===== config.mk =====
export PLATFORM = sky130hd
export DESIGN_NAME = mtg_feed
export DESIGN_NICKNAME = d
export VERILOG_FILES = /design/src/rtl/mtg_pkg.sv /design/src/rtl/mtg_feed.sv
export SDC_FILE = /design/constraint.sdc
export NUM_CORES = 1
export LEC_CHECK = 0
export ABC_CLOCK_PERIOD_IN_PS = 7400
export BUFFER_PORTS_ARGS = -buffer_cell sky130_fd_sc_hd__buf_2
export CAP_MARGIN = 20
export CORE_UTILIZATION = 59
export DETAILED_ROUTE_END_ITERATION = 16
export PLACE_DENSITY_LB_ADDON = 0.3
export SYNTH_ARGS = -nofsm -noshare
export SYNTH_HDL_FRONTEND = slang
export SYNTH_SLANG_ARGS = --single-unit

===== constraint.sdc =====
create_clock -name vclk -period 7.4
set_clock_uncertainty 0.2 [all_clocks]
set_input_delay 0.37 -clock vclk [all_inputs]
set_output_delay 0.37 -clock vclk [all_outputs]
set_load 0.02 [all_outputs]

===== src/rtl/mtg_pkg.sv =====
// Package: shared types, constants and word functions of the MT19937 generator.
`default_nettype none

package mtg_pkg;

    // Pool geometry
    localparam int unsigned POOL_N = 624;
    localparam int unsigned POOL_M = 397;
    localparam int unsigned IDX_W  = 10;

    typedef logic [31:0]      t_word;
    typedef logic [IDX_W-1:0] t_idx;

    // Algorithm constants
    localparam t_word TWIST_MATRIX = 32'h9908_b0df;
    localparam t_word HIGH_BIT     = 32'h8000_0000;
    localparam t_word LOW_BITS     = 32'h7fff_ffff;
    localparam t_word INIT_MULT    = 32'd1812433253;
    localparam t_word DEFAULT_SEED = 32'd5489;
    localparam t_word TEMPER_B     = 32'h9d2c_5680;
    localparam t_word TEMPER_C     = 32'hefc6_0000;

    // Last index written by the initializer
    localparam t_idx IDX_LAST = IDX_W'(POOL_N - 1);
    localparam t_idx IDX_FIRST = IDX_W'(1);

    // Operation codes of an input item
    localparam logic OP_DRAW   = 1'b0;
    localparam logic OP_RESEED = 1'b1;

    // What the tail of the chain takes in
    typedef enum logic [1:0] {
        FEED_SEED  = 2'd0,
        FEED_INIT  = 2'd1,
        FEED_TWIST = 2'd2
    } t_feed_sel;

    // Control from the sequencer to the chain and its feed unit
    typedef struct packed {
        logic      shift;
        t_feed_sel sel;
        t_word     seed;
        t_idx      idx;
    } t_feed_ctl;

    // One step of the linear initializer
    function automatic t_word init_next(input t_word prev, input t_idx idx);
        t_word x;
        t_word prod;
        x    = prev ^ (prev >> 30);
        prod = INIT_MULT * x;
        return prod + {{(32-IDX_W){1'b0}}, idx};
    endfunction

    // One twist step: combine the head, its neighbor and the far tap
    function automatic t_word mix_word(input t_word a, input t_word b, input t_word far);
        t_word y;
        y = (a & HIGH_BIT) | (b & LOW_BITS);
        return far ^ (y >> 1) ^ (y[0] ? TWIST_MATRIX : 32'd0);
    endfunction

    // Output tempering
    function automatic t_word temper(input t_word w);
        t_word y;
        y = w;
        y = y ^ (y >> 11);
        y = y ^ ((y << 7) & TEMPER_B);
        y = y ^ ((y << 15) & TEMPER_C);
        y = y ^ (y >> 18);
        return y;
    endfunction

endpackage

`default_nettype wire


===== src/rtl/mtg_feed.sv =====
// Feed unit at the tail of the chain: seed word, initializer step or twist step.
`default_nettype none

module mtg_feed
    import mtg_pkg::*;
(
    input  t_feed_ctl i_ctl,
    input  t_word     i_head,
    input  t_word     i_next,
    input  t_word     i_far,
    input  t_word     i_tail,
    output t_word     o_word
);

    // Select the word shifted in at the tail
    always_comb begin
        case (i_ctl.sel)
            FEED_SEED:  o_word = i_ctl.seed;
            FEED_INIT:  o_word = init_next(i_tail, i_ctl.idx);
            FEED_TWIST: o_word = mix_word(i_head, i_next, i_far);
            default:    o_word = i_ctl.seed;
        endcase
    end

endmodule

`default_nettype wire


==> results of run 1 <==
through the flow:
step / worst slack, ns / cell area [sq um]
finish: 0.278 / 10600
global route: 0.0128 / 10600
detailed placement: 0.242 / 10600
CTS: 0.245 / 10600
floorplan: 0.272 / 9410
global placement: 0.309 / 10600
worst max-delay path, delay by kind of cell:
family                     cells  cell delay (ns)
AOI/OAI and AO/OA              7             1.31
xor gates and xnor gates       3             0.50
adders and majority gates      9             3.34
buffers and inverters          6             0.53
and+or+nand+nor                2             0.49
final cells by class:
cell class                      count  area, sq um  area share, %
Inverter                          271         1020           9.58
Multi-Input combinational cell    722         8350           78.7
Tap cell                          211          264           2.49
Timing Repair Buffer              188          983           9.26
worst max path at each step:
stage,startpoint,endpoint,slack (ns),cells past startpoint
2_1_floorplan,i_tail[1],o_word[28],0.27,26
3_3_place_gp,i_tail[13],o_word[31],0.31,24
3_5_place_dp,i_tail[13],o_word[31],0.24,24
4_1_cts,i_tail[13],o_word[31],0.24,24
5_1_grt,i_tail[11],o_word[31],0.01,26
6_report,i_tail[30],o_word[31],0.28,27
routing by layer:
metal / up-vias / track usage [%] / share of wire, %
met2: 294 / 53.4 / 48
met5: - / 0 / 0
li1: 3582 / - / -
met3: 51 / 1.59 / 5.5
met1: 3522 / 37.4 / 42
met4: 0 / 10.7 / 3.8
cell usage after synthesis (all sizes together) (4+ instances only):
| cell | n | area [sq um] |
|---|---|---|
| nor3 | 5 | 25.0 |
| o211ai | 8 | 65.1 |
| nand2 | 33 | 124 |
| a21oi | 36 | 191 |
| a22oi | 16 | 120 |
| a221oi | 9 | 78.8 |
| xor2 | 34 | 298 |
| nand2b | 11 | 71.3 |
| o21a | 4 | 30.0 |
| fa | 153 | 3060 |
| clkbuf | 16 | 60.1 |
| ha | 239 | 2990 |
| nand3 | 11 | 55.1 |
| o21ai | 34 | 170 |
| a211oi | 4 | 30.0 |
| xnor2 | 66 | 578 |
| inv | 270 | 1010 |
| nor2 | 13 | 48.8 |
logic make-up (layout without fill, tap and decap cells):
kind of cell / after synthesis / after routing / synth area share (%)
adder cells (fa/ha/maj): 392 / 392 / 64.3
buffers and inverters: 289 / 459 / 11.5
AO/OA/AOI/OAI: 134 / 134 / 9.62
XOR/XNOR: 100 / 100 / 9.30
AND/OR/NAND/NOR: 95 / 95 / 5.14
multiplexers: 1 / 1 / 0.106
==> metrics.md, run 1 <==
| Metric | Value |
|---|---|
| Total GRT Usage | 29.5% |
| Buffers inserted by post-CTS timing repair | 0 |
| Die width | 128 um |
| Setup crit end kind | output pin |
| Tcrit/Tclk final | 96.2% |
| Clock buffer count | 0 |
| Hold WS | 0.865 ns |
| Fillers | 1245 |
| Vias in the first global route | about 7800 |
| Area added between synthesis and finish | 12.8% |
| Hold path depth | 4 |
| Grt ovf | 0 |
| Final layout net count | ~1700 |
| First-pass GRT wire length | roughly 37000 um |
| # DRC | 0 |
| Core Box Area | 0.0154 sq mm |
| Worst Hold Launch | i_ctl[10] |
| Ys Warns | 0 |
| Crit path DAT | 6.55 ns |
| ANT cells | 0 |
| Post-DR wirelength/cell | approximately 17 um |
| Fin crit period | 7.12 ns |
| Vias per cell | 5.35 |
| Die ar. | 0.0165 sq mm |
| Critical path data required time | 6.83 ns |
| First-pass DRT Iterations | 5 |
| Cell Rows | 45 |
| Hold Path Class | primary input to output pin |
| Detail Placement HPWL | 21100 um |
| Commonest non-fill, non-tap cell in the layout | inv_1 |
| Hold Fails Final Rpt | 0 |
| Setup TNS | 0 ns |
| CP max stage delay | 0.51 ns |
| Max Transition Viols Final | 0 |
| Starting Density | 61.2% |
| Layout cells sized above 1 | around 17% |
| Sequential cell count | 0 |
| Mapped Nets | between 1500 and 2000 |
| RSZ-0062 raised after global routing | false |
| Vias | 7449 |
| Seq/Total Area, Yosys | 0% |
| Resized Gates After CTS | 0 |
| Cell Area, Synth | 0.00941 sq mm |
| Post-route ant nets | 0 |
| Cells after Synth | between 1000 and 1500 |
| Hold Path Sink | o_word[0] |
| Crit path max fanout | 4 |
| Flip-flop and latch area | 0 sq um |
| IO Count | around 210 |
| Placed cell count | 1392 |
| Iteration-0 DRC Markers | 413 |
| Slew @ Worst Pin | 0.558 ns |
| Final Core Density | between 60% and 70% |
| Most frequent cells in the layout | inv_1, ha_1, buf_2 |
| Placer Congestion | approximately 0.86 |
| Critical Path Most Common Cell | fa_1 |
| Antenna violations before repair | 0 |
| Library cells used by synthesis | 50 |
| Status | finished, final reports clean |
| Largest net degree at the start of global routing | 54 |
| F_max | around 140 MHz |
| Layout Cells excl Fill | 1392 |
| Slowest CP cell | fa_1 |
| Max_cap viols | 0 |
| Final WL | 23700 um |
| Slew margin rel. | a little over 60% |
| Die Ht | 128 um |
| IO buf count | around 170 |
| WS Path Type | primary input to output pin |
| Post-synthesis area per instance | 9.31 sq um |
| CP startpoint kind | primary input |
| Final setup fails | 0 |
| Hold-fix buffers, CTS | 0 |
Power of run 1 is left out: the tool's default activity adds up to more than one toggle a clock period on the data nets, which glitch-free logic cannot reach.
==> run 2, diff against run 1 <==
--- a/config.mk
+++ b/config.mk
@@ -8,6 +8,7 @@
 export ABC_CLOCK_PERIOD_IN_PS = 7400
 export BUFFER_PORTS_ARGS = -buffer_cell sky130_fd_sc_hd__buf_2
 export CAP_MARGIN = 20
+export CORE_MARGIN = 8
 export CORE_UTILIZATION = 59
 export DETAILED_ROUTE_END_ITERATION = 16
 export PLACE_DENSITY_LB_ADDON = 0.3
==> run 2 against run 1 <==
Compared with the run above: first-iteration DRC count is 31% lower; routed wire length grew 5.4%; sequential share of layout area did not move; final cell count hardly changed; core utilization fell by 1.7 points; via count down 0.24%; fmax is 0.91% higher; worst setup slack gained 0.064 ns; global-route usage decreased by 4.5 points; design area down 0.28%; critical endpoint is now o_word[27]; largest cell class unchanged.
==> metrics.md, run 2 (synthesis gave the netlist of run 1 again) <==
| Metric | Value |
|---|---|
| Iteration-0 DRC Markers | 284 (-31%) |
| Fin crit period | 7.06 ns (-0.0645 ns) |
| Grt ovf | 0 (unchanged) |
| Core Box Area | 0.0157 sq mm (+2.2%) |
| Cell Rows | 46 (+2.2%) |
| Hold Path Class | primary input to output pin |
| # DRC | 0 (unchanged) |
| Buffers inserted by post-CTS timing repair | 0 (unchanged) |
| Starting Density | 59.9% (-1.3 points) |
| Total GRT Usage | 25.0% (-4.5 points) |
| Layout cells sized above 1 | 17.1% (-0.28 points) |
| Most frequent cells in the layout | inv_1, ha_1, buf_2 |
| Hold path depth | 4 (unchanged) |
| Status | finished, final reports clean |
| Pre-CTS WS | 0.203 ns (-0.0390 ns) |
| Tcrit/Tclk final | 95.4% (-0.87 points) |
| Die Ht | 142 um (+11%) |
| Vias in the first global route | 8111 (+4.6%) |
| RSZ-0062 raised after global routing | false |
| Die ar. | 0.0203 sq mm (+23%) |
| Max Transition Viols Final | 0 (unchanged) |
| Slew @ Worst Pin | 0.989 ns (+0.431 ns) |
| Largest net degree at the start of global routing | 54 (unchanged) |
| Hold Fails Final Rpt | 0 (unchanged) |
| Max_cap viols | 0 (unchanged) |
| WS Path Type | primary input to output pin |
| Setup WS post-layout | 0.342 ns (+0.0645 ns) |
| Vias per cell | 5.33 (-0.31%) |
| Post-DR wirelength/cell | 17.9 um (+5.3%) |
| Crit path max fanout | 7 (+3) |
| Setup crit end kind | output pin |
| Final setup fails | 0 (unchanged) |
| Sequential cell count | 0 (unchanged) |
| Commonest non-fill, non-tap cell in the layout | inv_1 |
| Flip-flop and latch area | 0 sq um (unchanged) |
| Final WL | 25000 um (+5.4%) |
| IO Count | 205 (unchanged) |
| Crit path DAT | 6.49 ns (-0.06 ns) |
| First-pass GRT wire length | 40500 um (+8.1%) |
| CP startpoint kind | primary input |
| Worst Hold Launch | i_ctl[22] |
| Slew margin rel. | 34.1% (-28 points) |
| Antenna violations before repair | 0 (unchanged) |
| IO buf count | 172 (unchanged) |
| Detail Placement HPWL | 22300 um (+6.0%) |
| Resized Gates After CTS | 0 (unchanged) |
| Hold Path Sink | o_word[12] |
| Critical path data required time | 6.83 ns (about the same) |
| F_max | 142 MHz (+0.91%) |
| Setup TNS | 0 ns (unchanged) |
| Vias | 7431 (-0.24%) |
| First-pass DRT Iterations | 6 (+1) |
| Clock buffer count | 0 (unchanged) |
| Area added between synthesis and finish | 12.4% |
| Post-route ant nets | 0 (unchanged) |
| Die width | 142 um (+11%) |
| Placer Congestion | 0.885 (+2.4%) |
| Hold-fix buffers, CTS | 0 (unchanged) |
| Final layout net count | 1744 (-0.23%) |
| ANT cells | 0 (unchanged) |
[run 2: cell count changes in the layout (fill, tap and decap cells not counted)]
cell,change
buf_2,-1
a21oi_4,-1
o21ai_1,+1
a21oi_1,+1
ha_1,-1
ha_2,+1
o21ai_0,-1
buf_4,-3
[run 2: layout make-up]
cell class,instances,area [sq um]
Timing Repair Buffer,184,956
Fill cell,1267,5130
Tap cell,216,270
Multi-Input combinational cell,722,8340
Inverter,271,1020
[run 2: per-layer routing]
layer	wire [um]	up-vias	global-route usage, %
li1	-	3572	-
met1	10700	3583	31.9
met2	12200	250	45.1
met3	1770	26	3.42
met4	359	0	3.52
met5	0	-	0
[run 2: critical path, stage by stage]
cell and delay, ns:
buf_2 0.12, xor2_1 0.24, xor2_1 0.13, ha_1 0.20, or2_2 0.30, ha_1 0.27
inv_1 0.05, fa_1 0.47, inv_1 0.04, ha_1 0.18, fa_1 0.46, fa_1 0.50
fa_1 0.50, inv_1 0.05, fa_1 0.47, inv_1 0.04, ha_2 0.38, and4_1 0.23
nand3_1 0.12, o21a_1 0.20, o211ai_2 0.11, a21oi_2 0.13, o21ai_0 0.22, xor2_1 0.16
a22oi_1 0.11, o21ai_0 0.22, buf_2 0.21
[run 2: worst max-delay path by stage]
stage,to,slack [ns],startpoint,cells after the start
detailed placement,o_word[31],0.20,i_tail[30],27
global route,o_word[27],0.01,i_tail[31],27
floorplan,o_word[28],0.27,i_tail[1],26
finish,o_word[27],0.34,i_tail[31],27
CTS,o_word[31],0.20,i_tail[30],27
global placement,o_word[31],0.33,i_tail[30],27
[run 2: per-stage QoR]
| stage | std cells | hold slack, ns | area [sq um] | util [%] |
|---|---|---|---|---|
| 2_1_floorplan | 1011 | 0.709 | 9410 | - |
| 5_1_grt | 1393 | 0.889 | 10600 | 67.4 |
| 6_report | 1393 | 0.868 | 10600 | 67.4 |
| 3_3_place_gp | 1393 | 0.865 | 10600 | 67.3 |
| 4_1_cts | 1393 | 0.870 | 10600 | 67.3 |
| 3_5_place_dp | 1393 | 0.869 | 10600 | 67.3 |
Power of run 2 is left out for the same reason.
