$ cat src/rtl/mtg_pkg.sv
// Package: shared types, constants and word functions of the MT19937 generator.
`default_nettype none

package mtg_pkg;

    // Pool geometry
    localparam int unsigned POOL_N = 624;
    localparam int unsigned POOL_M = 397;
    localparam int unsigned IDX_W  = 10;

    typedef logic [31:0]      t_word;
    typedef logic [IDX_W-1:0] t_idx;

    // Algorithm constants
    localparam t_word TWIST_MATRIX = 32'h9908_b0df;
    localparam t_word HIGH_BIT     = 32'h8000_0000;
    localparam t_word LOW_BITS     = 32'h7fff_ffff;
    localparam t_word INIT_MULT    = 32'd1812433253;
    localparam t_word DEFAULT_SEED = 32'd5489;
    localparam t_word TEMPER_B     = 32'h9d2c_5680;
    localparam t_word TEMPER_C     = 32'hefc6_0000;

    // Last index written by the initializer
    localparam t_idx IDX_LAST = IDX_W'(POOL_N - 1);
    localparam t_idx IDX_FIRST = IDX_W'(1);

    // Operation codes of an input item
    localparam logic OP_DRAW   = 1'b0;
    localparam logic OP_RESEED = 1'b1;

    // What the tail of the chain takes in
    typedef enum logic [1:0] {
        FEED_SEED  = 2'd0,
        FEED_INIT  = 2'd1,
        FEED_TWIST = 2'd2
    } t_feed_sel;

    // Control from the sequencer to the chain and its feed unit
    typedef struct packed {
        logic      shift;
        t_feed_sel sel;
        t_word     seed;
        t_idx      idx;
    } t_feed_ctl;

    // One step of the linear initializer
    function automatic t_word init_next(input t_word prev, input t_idx idx);
        t_word x;
        t_word prod;
        x    = prev ^ (prev >> 30);
        prod = INIT_MULT * x;
        return prod + {{(32-IDX_W){1'b0}}, idx};
    endfunction

    // One twist step: combine the head, its neighbor and the far tap
    function automatic t_word mix_word(input t_word a, input t_word b, input t_word far);
        t_word y;
        y = (a & HIGH_BIT) | (b & LOW_BITS);
        return far ^ (y >> 1) ^ (y[0] ? TWIST_MATRIX : 32'd0);
    endfunction

    // Output tempering
    function automatic t_word temper(input t_word w);
        t_word y;
        y = w;
        y = y ^ (y >> 11);
        y = y ^ ((y << 7) & TEMPER_B);
        y = y ^ ((y << 15) & TEMPER_C);
        y = y ^ (y >> 18);
        return y;
    endfunction

endpackage

`default_nettype wire

$ cat src/rtl/mtg_cell.sv
// One cell of the state chain: holds a pool word and passes it on when the chain shifts.
`default_nettype none

module mtg_cell
    import mtg_pkg::*;
(
    input  wire   i_clk,
    input  wire   i_shift,
    input  t_word i_din,
    output t_word o_dout
);

    t_word r_word;
    t_word n_word;

    // Take the neighbor's word on a shift, hold otherwise
    always_comb begin
        n_word = i_shift ? i_din : r_word;
    end

    always_ff @(posedge i_clk) begin
        r_word <= n_word;
    end

    assign o_dout = r_word;

endmodule

`default_nettype wire

$ cat config.mk
export PLATFORM = sky130hd
export DESIGN_NAME = mtg_cell
export DESIGN_NICKNAME = d
export VERILOG_FILES = /design/src/rtl/mtg_pkg.sv /design/src/rtl/mtg_cell.sv
export SDC_FILE = /design/constraint.sdc
export NUM_CORES = 1
export LEC_CHECK = 0
export ABC_AREA = 1
export BUFFER_PORTS_ARGS = -buffer_cell sky130_fd_sc_hd__buf_4
export CAP_MARGIN = 10
export CORE_MARGIN = 2
export CORE_UTILIZATION = 30
export CTS_CLUSTER_SIZE = 28
export DETAILED_ROUTE_END_ITERATION = 10
export PLACE_DENSITY = 0.65
export SYNTH_ARGS = -nofsm -noshare
export SYNTH_HDL_FRONTEND = slang
export SYNTH_SLANG_ARGS = --single-unit
$ cat constraint.sdc
create_clock -name i_clk -period 0.8 [get_ports i_clk]
set_input_delay 0.08 -clock i_clk [delete_from_list [all_inputs] [get_ports i_clk]]
set_output_delay 0.08 -clock i_clk [all_outputs]
set_load 0.005 [all_outputs]
==> metrics, run 1 <==
Layout Nets 172; Synth cell types 1; routed via count 708; ratio of cells with drive above 1 in the final layout 51.8%; P_leak between 0.0008 and 0.0009 uW; Synth area leaders edfxtp_1 (100%); RSZ-0062 raised after global routing true; pin count of the biggest net entering global routing 21; top_reg_cell synth edfxtp_1; # rows 20; comb_multi_in 0; CP peak stage delay 0.39 ns; most common library cells after synthesis edfxtp_1 (32); Finish-stage setup viols 32; Synth Instances 32; Layout Cells excl Fill 183; CP required 0.72 ns; placed standard-cell area about 1500 sq um; crit path time final 0.940 ns; worst-case clock buffer depth 2; CTS H-Tree Depth 2; Placed Cells 143; Slew @ Worst Pin 0.111 ns; drt total wl ~2.2 mm; Synth top area share 100%; Crit path max-delay family flip-flops; Die Width 60.6 um; flops & latches, synth 32; core region area just over 3000 sq um; area delta synth->final 101%; Syn Area/Cell around 30 sq um; Finished Cell Area 1940 sq um; # fillers 239; Via density 3.87; Worst Path Max Fanout 1; dominant cell type by area after synthesis edfxtp_1; warnings from Yosys 0; sequential share of the synthesized area between 90% and 100%; GRT Residual Overflow 0; Routed Antenna Nets 0; number of flops mapped to enable cells by yosys 32; most frequent cell after synthesis edfxtp_1; Hold Path Class input pin to flop; maximum vdd drop 1.10 mV; critical path endpoint o_dout[31]; IO Port Bufs 65; arrival time at the worst endpoint 0.86 ns; Final WS setup -0.140 ns; Max-cap violations 0; WP buf/inv 1; Slew Viols, Final 0; setup repair bufs after CTS 0; Setup CP Type flop to output pin; DIE AREA 3670 sq um; DRT Pass-1 Iters 3; syn_nets between 60 and 70; Pwr Density 1740 nW/um^2; endpoints failing hold 0; vias in the first global route 698; clk root buf clkbuf_4; # IOs 66; n_diodes 0; CTS Buf Count 5; initial antenna violation count 0; CTS tree yes; fmax 1060 MHz; Reg clk slew, reported paths ~0.090 ns; Slowest-stage cell, CP edfxtp_1; placer congestion estimate 0.608; CP startpoint kind flop; Worst Setup SP o_dout[31]$_DFFE_PP_; Chip Height 60.6 um; area of the multi-input gates 0 sq um; first-iteration detailed-routing DRC count 9; violated checks setup timing; first-pass GRT wire length 3.00 mm; post-layout util 63.4%; CP endpoint kind output pin; CP Cell Sequence buf_4; synthesized area 961 sq um; status finished, violations left; critical path depth in cells 1; max_slew headroom about 93%; max reg flops 32; period utilisation layout 118%; CTS Sinks 32; Async S/R FF share, synth 0%; Total Routing Usage GR approximately an eighth; Routed WL per cell 12.1 um; drt drc 0; Starting Density 31.5%
stage by stage:
stage	worst slack [ns]	total power, uW	hold WS (ns)	setup TNS, ns
6_report	-0.140	3370	0.131	-3.63
4_1_cts	-0.176	3410	0.113	-4.28
5_1_grt	-0.197	3560	0.113	-5.27
2_1_floorplan	0.365	2080	0.179	0
3_3_place_gp	0.143	2440	0.258	0
3_5_place_dp	0.136	2450	0.259	0
cell usage in the layout (no fill, tap or decap):
master         instances
buf_12                 2
buf_4                 59
buf_6                  6
clkbuf_1               2
clkbuf_4               5
clkinv_1               1
dlygate4sd3_1         32
edfxtp_1              32
worst min-delay path by stage:
| stage | startpoint | end | cells after the start | slack (ns) |
|---|---|---|---|---|
| 2_1_floorplan | i_din[0] | o_dout[0]$_DFFE_PP_ | 0 | 0.18 |
| 3_3_place_gp | i_din[11] | o_dout[11]$_DFFE_PP_ | 1 | 0.26 |
| 3_5_place_dp | i_din[11] | o_dout[11]$_DFFE_PP_ | 1 | 0.26 |
| 4_1_cts | i_shift | o_dout[31]$_DFFE_PP_ | 2 | 0.11 |
| 5_1_grt | i_shift | o_dout[31]$_DFFE_PP_ | 2 | 0.11 |
| 6_report | i_shift | o_dout[31]$_DFFE_PP_ | 2 | 0.13 |
routing by layer:
layer  vias up  global-route usage, %  part of all wire [%]
met3         7                   7.89                    11
li1        343                      -                     -
met4         0                   6.52                   2.0
met1       309                   11.8                    37
met2        49                   20.3                    50
met5         -                      0                     0
cell type report:
class,instances,area [sq um],area share (%)
clock inverter,1,3.75,0.194
clock buffer,7,45.0,2.33
timing repair buffer,99,871,45.0
tap,44,55.1,2.84
sequential,32,961,49.6
cell families (layout without fill, tap and decap cells):
| kind of cell | after synthesis | in the layout | share of synthesized area, % |
|---|---|---|---|
| buffers and inverters | 0 | 107 | 0 |
| DFF | 32 | 32 | 100 |
where the power goes:
part	switching [uW]	internal, uW
clock network	480	337
registers	39.8	1990
logic	144	379
total	665	2710
repair_timing:
item | in CTS | in global routing
endpoints found under the setup margin | 32 | 32
hold buffers | 32 | 0
pin swaps | 0 | 0
resized for setup | 0 | 6
hold endpoints to repair | 32 | 0
Power figures use the tool's default switching activity.
==> run 2, diff against run 1 <==
- PLACE_DENSITY: 0.65 -> not set
- PLACE_DENSITY_LB_ADDON: not set -> 0.15
==> metrics, run 2 (synthesized netlist as in run 1, its figures left out) <==
clk root buf clkbuf_4; Seq pwr share around 61%; cell internal pwr 2670 uW; most frequent cells in the layout buf_4 (59), dlygate4sd3_1 (32), edfxtp_1 (32); placer congestion estimate about 0.62; crit path time final 0.935 ns; first-iteration detailed-routing DRC count 5; IO Port Bufs 65; post-layout util 63.3%; n_diodes 0; ratio of cells with drive above 1 in the final layout about 52%; WP buf/inv 1; switching power 658 uW; Routed Antenna Nets 0; GRT Residual Overflow 0; status finished, violations left; Placed Cells 143; Finish-stage setup viols 32; Via density between 3 and 4; max_slew headroom 93.6%; max reg flops 32; CP startpoint kind flop; maximum vdd drop 1.31 mV; Slew @ Worst Pin between 0.09 and 0.1 ns; Reg clk slew, reported paths 0.09 ns; Routed WL per cell 12.2 um; # fillers between 200 and 250; CP peak stage delay just under 0.4 ns; routed via count around 700; Total Routing Usage GR 13.0%; area of the multi-input gates 0 sq um; most common cell after layout, fill and taps aside buf_4; Gate power share 15.8%; P_leak 0.000812 uW; Slew Viols, Final 0; DIE AREA 3670 sq um; # IOs 66; RSZ-0062 raised after global routing true; Clock Power Share 23.3%; CTS H-Tree Depth 2; Chip Height 60.6 um; Starting Density 31.5%; Max-cap violations 0; violated checks setup timing; Worst Path Max Fanout 1; vias in the first global route roughly 750; Register Area 961 sq um; CP Cell Sequence buf_4; DRT Pass-1 Iters 4; worst-case clock buffer depth 2; Slowest-stage cell, CP edfxtp_1; Layout Nets between 150 and 200; endpoints failing hold 0; CP endpoint kind output pin; CTS Sinks 32; arrival time at the worst endpoint ~0.85 ns; first-pass GRT wire length 3.22 mm; initial antenna violation count 0; Pwr Density between 1500 and 2000 nW/um^2; pin count of the biggest net entering global routing 18; CP required between 0.7 and 0.8 ns; CTS Buf Count 5; Die Width 60.6 um; CTS tree yes; Layout Cells excl Fill 182; fmax 1070 MHz; drt total wl 2.23 mm; comb_multi_in 0; Setup CP Type flop to output pin; core region area 3050 sq um; Final WS setup -0.135 ns; switching fraction of total power between 10% and 20%; Hold Path Class input pin to flop; drt drc 0; Crit path max-delay family flip-flops; area delta synth->final 101%; period utilisation layout 117%; # rows 20
[run 2: cell count changes in the layout (fill, tap and decap cells not counted)]
| cell | delta |
|---|---|
| clkbuf_1 | -2 |
| clkinv_1 | +1 |
[run 2: metrics by stage]
stage	power (uW)	instance area, sq um	setup TNS, ns	setup WS [ns]	hold WS [ns]
3_3_place_gp	2440	1540	0	0.154	0.258
4_1_cts	3380	1920	-4.36	-0.160	0.126
2_1_floorplan	2080	961	0	0.365	0.179
6_report	3330	1930	-3.58	-0.135	0.144
5_1_grt	3500	1930	-5.21	-0.191	0.124
3_5_place_dp	2450	1540	0	0.152	0.260
[run 2: power groups by stage]
stage          combinational, uW  clock [uW]  sequential, uW
6_report                     527         776            2030
2_1_floorplan                  0           0            2080
5_1_grt                      568         889            2050
4_1_cts                      519         830            2030
3_5_place_dp                 388           0            2060
3_3_place_gp                 383           0            2060
[run 2: worst paths after layout]
kind,cells past startpoint,start,end
worst max-delay path,1,o_dout[20]$_DFFE_PP_,o_dout[20]
worst min-delay path,2,i_shift,o_dout[8]$_DFFE_PP_
[run 2: area by class of cell]
class / instances / area share, %
well taps: 44 / 2.85
clock buffers: 5 / 1.94
clock inverters: 2 / 0.389
flip-flops and latches: 32 / 49.7
repair buffers: 99 / 45.1
[run 2: per-layer routing]
metal	GRT usage, %	wire length (um)	vias to the layer above
met5	0	0	-
met3	9.81	343	6
met4	5.59	36	0
li1	-	-	339
met2	20.7	1030	51
met1	12.6	819	307
[run 2: what timing repair did]
item                                    CTS  global route
gates cloned                              0             0
endpoints found under the hold margin    32             0
resized for setup                         2             4
pin swaps                                 0             0
endpoints found under the setup margin   32            32
buffers inserted                          0             0
hold buffers                             32             0
==> run 3, diff against run 2 <==
- CORE_UTILIZATION: 30 -> 39
==> metrics, run 3 (synthesized netlist as in run 1, its figures left out) <==
Max-cap violations 0; CTS Sinks 32; drt drc 0; Layout Nets 171; # rows 17; Finish-stage setup viols 32; Worst Path Max Fanout 1; violated checks setup timing; Starting Density 42.2%; pin count of the biggest net entering global routing 33; worst-case clock buffer depth 2; endpoints failing hold 0; hold_sp i_shift; placer congestion estimate about 0.62; Hold Path Stages 2; switching fraction of total power 19.7%; GRT Residual Overflow 0; Routed Antenna Nets 0; area of the multi-input gates 0 sq um; area delta synth->final 100%; clk root buf clkbuf_4; Gate power share 15.7%; Reg clk slew, reported paths ~0.090 ns; IO Port Bufs 65; setup repair bufs after CTS 0; Crit path max-delay family flip-flops; Seq pwr share 60.4%; Final WS setup -0.153 ns; switching power 667 uW; final total power 3380 uW; max reg flops 32; post-layout util 84.4%; n_diodes 0; ratio of cells with drive above 1 in the final layout 51.4%; RSZ-0062 raised after global routing true; DIE AREA 2880 sq um; Routed WL per cell around 14 um; vias in the first global route 733; P_leak 0.000812 uW; Die Width 53.6 um; CTS H-Tree Depth 2; Slew Viols, Final 0; CP Cell Sequence buf_6; Slew @ Worst Pin ~0.17 ns; cell internal pwr 2710 uW; CP endpoint kind output pin; CTS Buf Count 5; status finished, violations left; Slowest-stage cell, CP edfxtp_1; CP required 0.72 ns; DRT Pass-1 Iters 4; CP startpoint kind flop; Chip Height 53.6 um; initial antenna violation count 0; Clock Power Share 23.9%; crit path time final 0.953 ns; most frequent cells in the layout buf_4 (52), dlygate4sd3_1 (32), edfxtp_1 (32); core region area 2280 sq um; fmax 1050 MHz; # IOs 66; first-iteration detailed-routing DRC count 12; max_slew headroom 89.0%; arrival time at the worst endpoint 0.87 ns; comb_multi_in 0; Via density 4.34; hold-critical path endpoint o_dout[7]$_DFFE_PP_; WP buf/inv 1; Setup CP Type flop to output pin; CP peak stage delay 0.41 ns; Hold Path Class input pin to flop; maximum vdd drop between 1.5 and 2 mV; most common cell after layout, fill and taps aside buf_4; drt total wl 2.34 mm; worst hold slack ~0.19 ns; routed via count 720; first-pass GRT wire length 3.32 mm; Pwr Density between 1500 and 2000 nW/um^2; CTS tree yes; period utilisation layout 119%; Total Routing Usage GR between 10% and 20%
==> run 3: cell type report <==
| cell class | instances | area (sq um) |
|---|---|---|
| clock buffers | 7 | 45.0 |
| fillers | 111 | 354 |
| clock inverters | 1 | 3.75 |
| well taps | 28 | 35.0 |
| repair buffers | 98 | 877 |
| flip-flops and latches | 32 | 961 |
==> run 3: power by group through the flow <==
stage | combinational (uW) | sequential (uW) | clock, uW
after floorplan | 0 | 2080 | 0
after global placement | 367 | 2060 | 0
after detailed placement | 372 | 2060 | 0
after CTS | 498 | 2030 | 848
after global routing | 570 | 2050 | 916
final | 530 | 2040 | 809
==> run 3: worst max path at each step <==
| stage | start | to | slack (ns) | cells after the start |
|---|---|---|---|---|
| 2_1_floorplan | o_dout[0]$_DFFE_PP_ | o_dout[0] | 0.36 | 0 |
| 3_5_place_dp | i_shift | o_dout[9]$_DFFE_PP_ | 0.12 | 2 |
| 4_1_cts | o_dout[19]$_DFFE_PP_ | o_dout[19] | -0.17 | 1 |
| 3_3_place_gp | i_shift | o_dout[18]$_DFFE_PP_ | 0.12 | 2 |
| 5_1_grt | o_dout[24]$_DFFE_PP_ | o_dout[24] | -0.19 | 1 |
| 6_report | o_dout[28]$_DFFE_PP_ | o_dout[28] | -0.15 | 1 |
==> run 3: per-stage QoR <==
step / setup TNS [ns] / instance area (sq um) / setup WS (ns) / instances
after floorplan: 0 / 961 / 0.365 / 32
after global placement: 0 / 1500 / 0.124 / 126
after detailed placement: 0 / 1500 / 0.116 / 126
after CTS: -4.24 / 1870 / -0.171 / 166
after global routing: -5.25 / 1920 / -0.187 / 166
final: -3.92 / 1920 / -0.153 / 166
==> run 3: per-layer routing <==
metal / vias up / wire length (um) / track usage, %
met1: 340 / 707 / 16.7
met2: 37 / 1460 / 34.4
li1: 340 / - / -
met4: 0 / 10 / 7.69
met5: - / 0 / 0
met3: 3 / 162 / 7.50
==> run 3: what timing repair did <==
item | in CTS | in global routing
gates resized for setup | 0 | 13
endpoints found under the setup margin | 32 | 32
cloned | 0 | 0
hold endpoints to repair | 32 | 0
hold buffers | 32 | 0
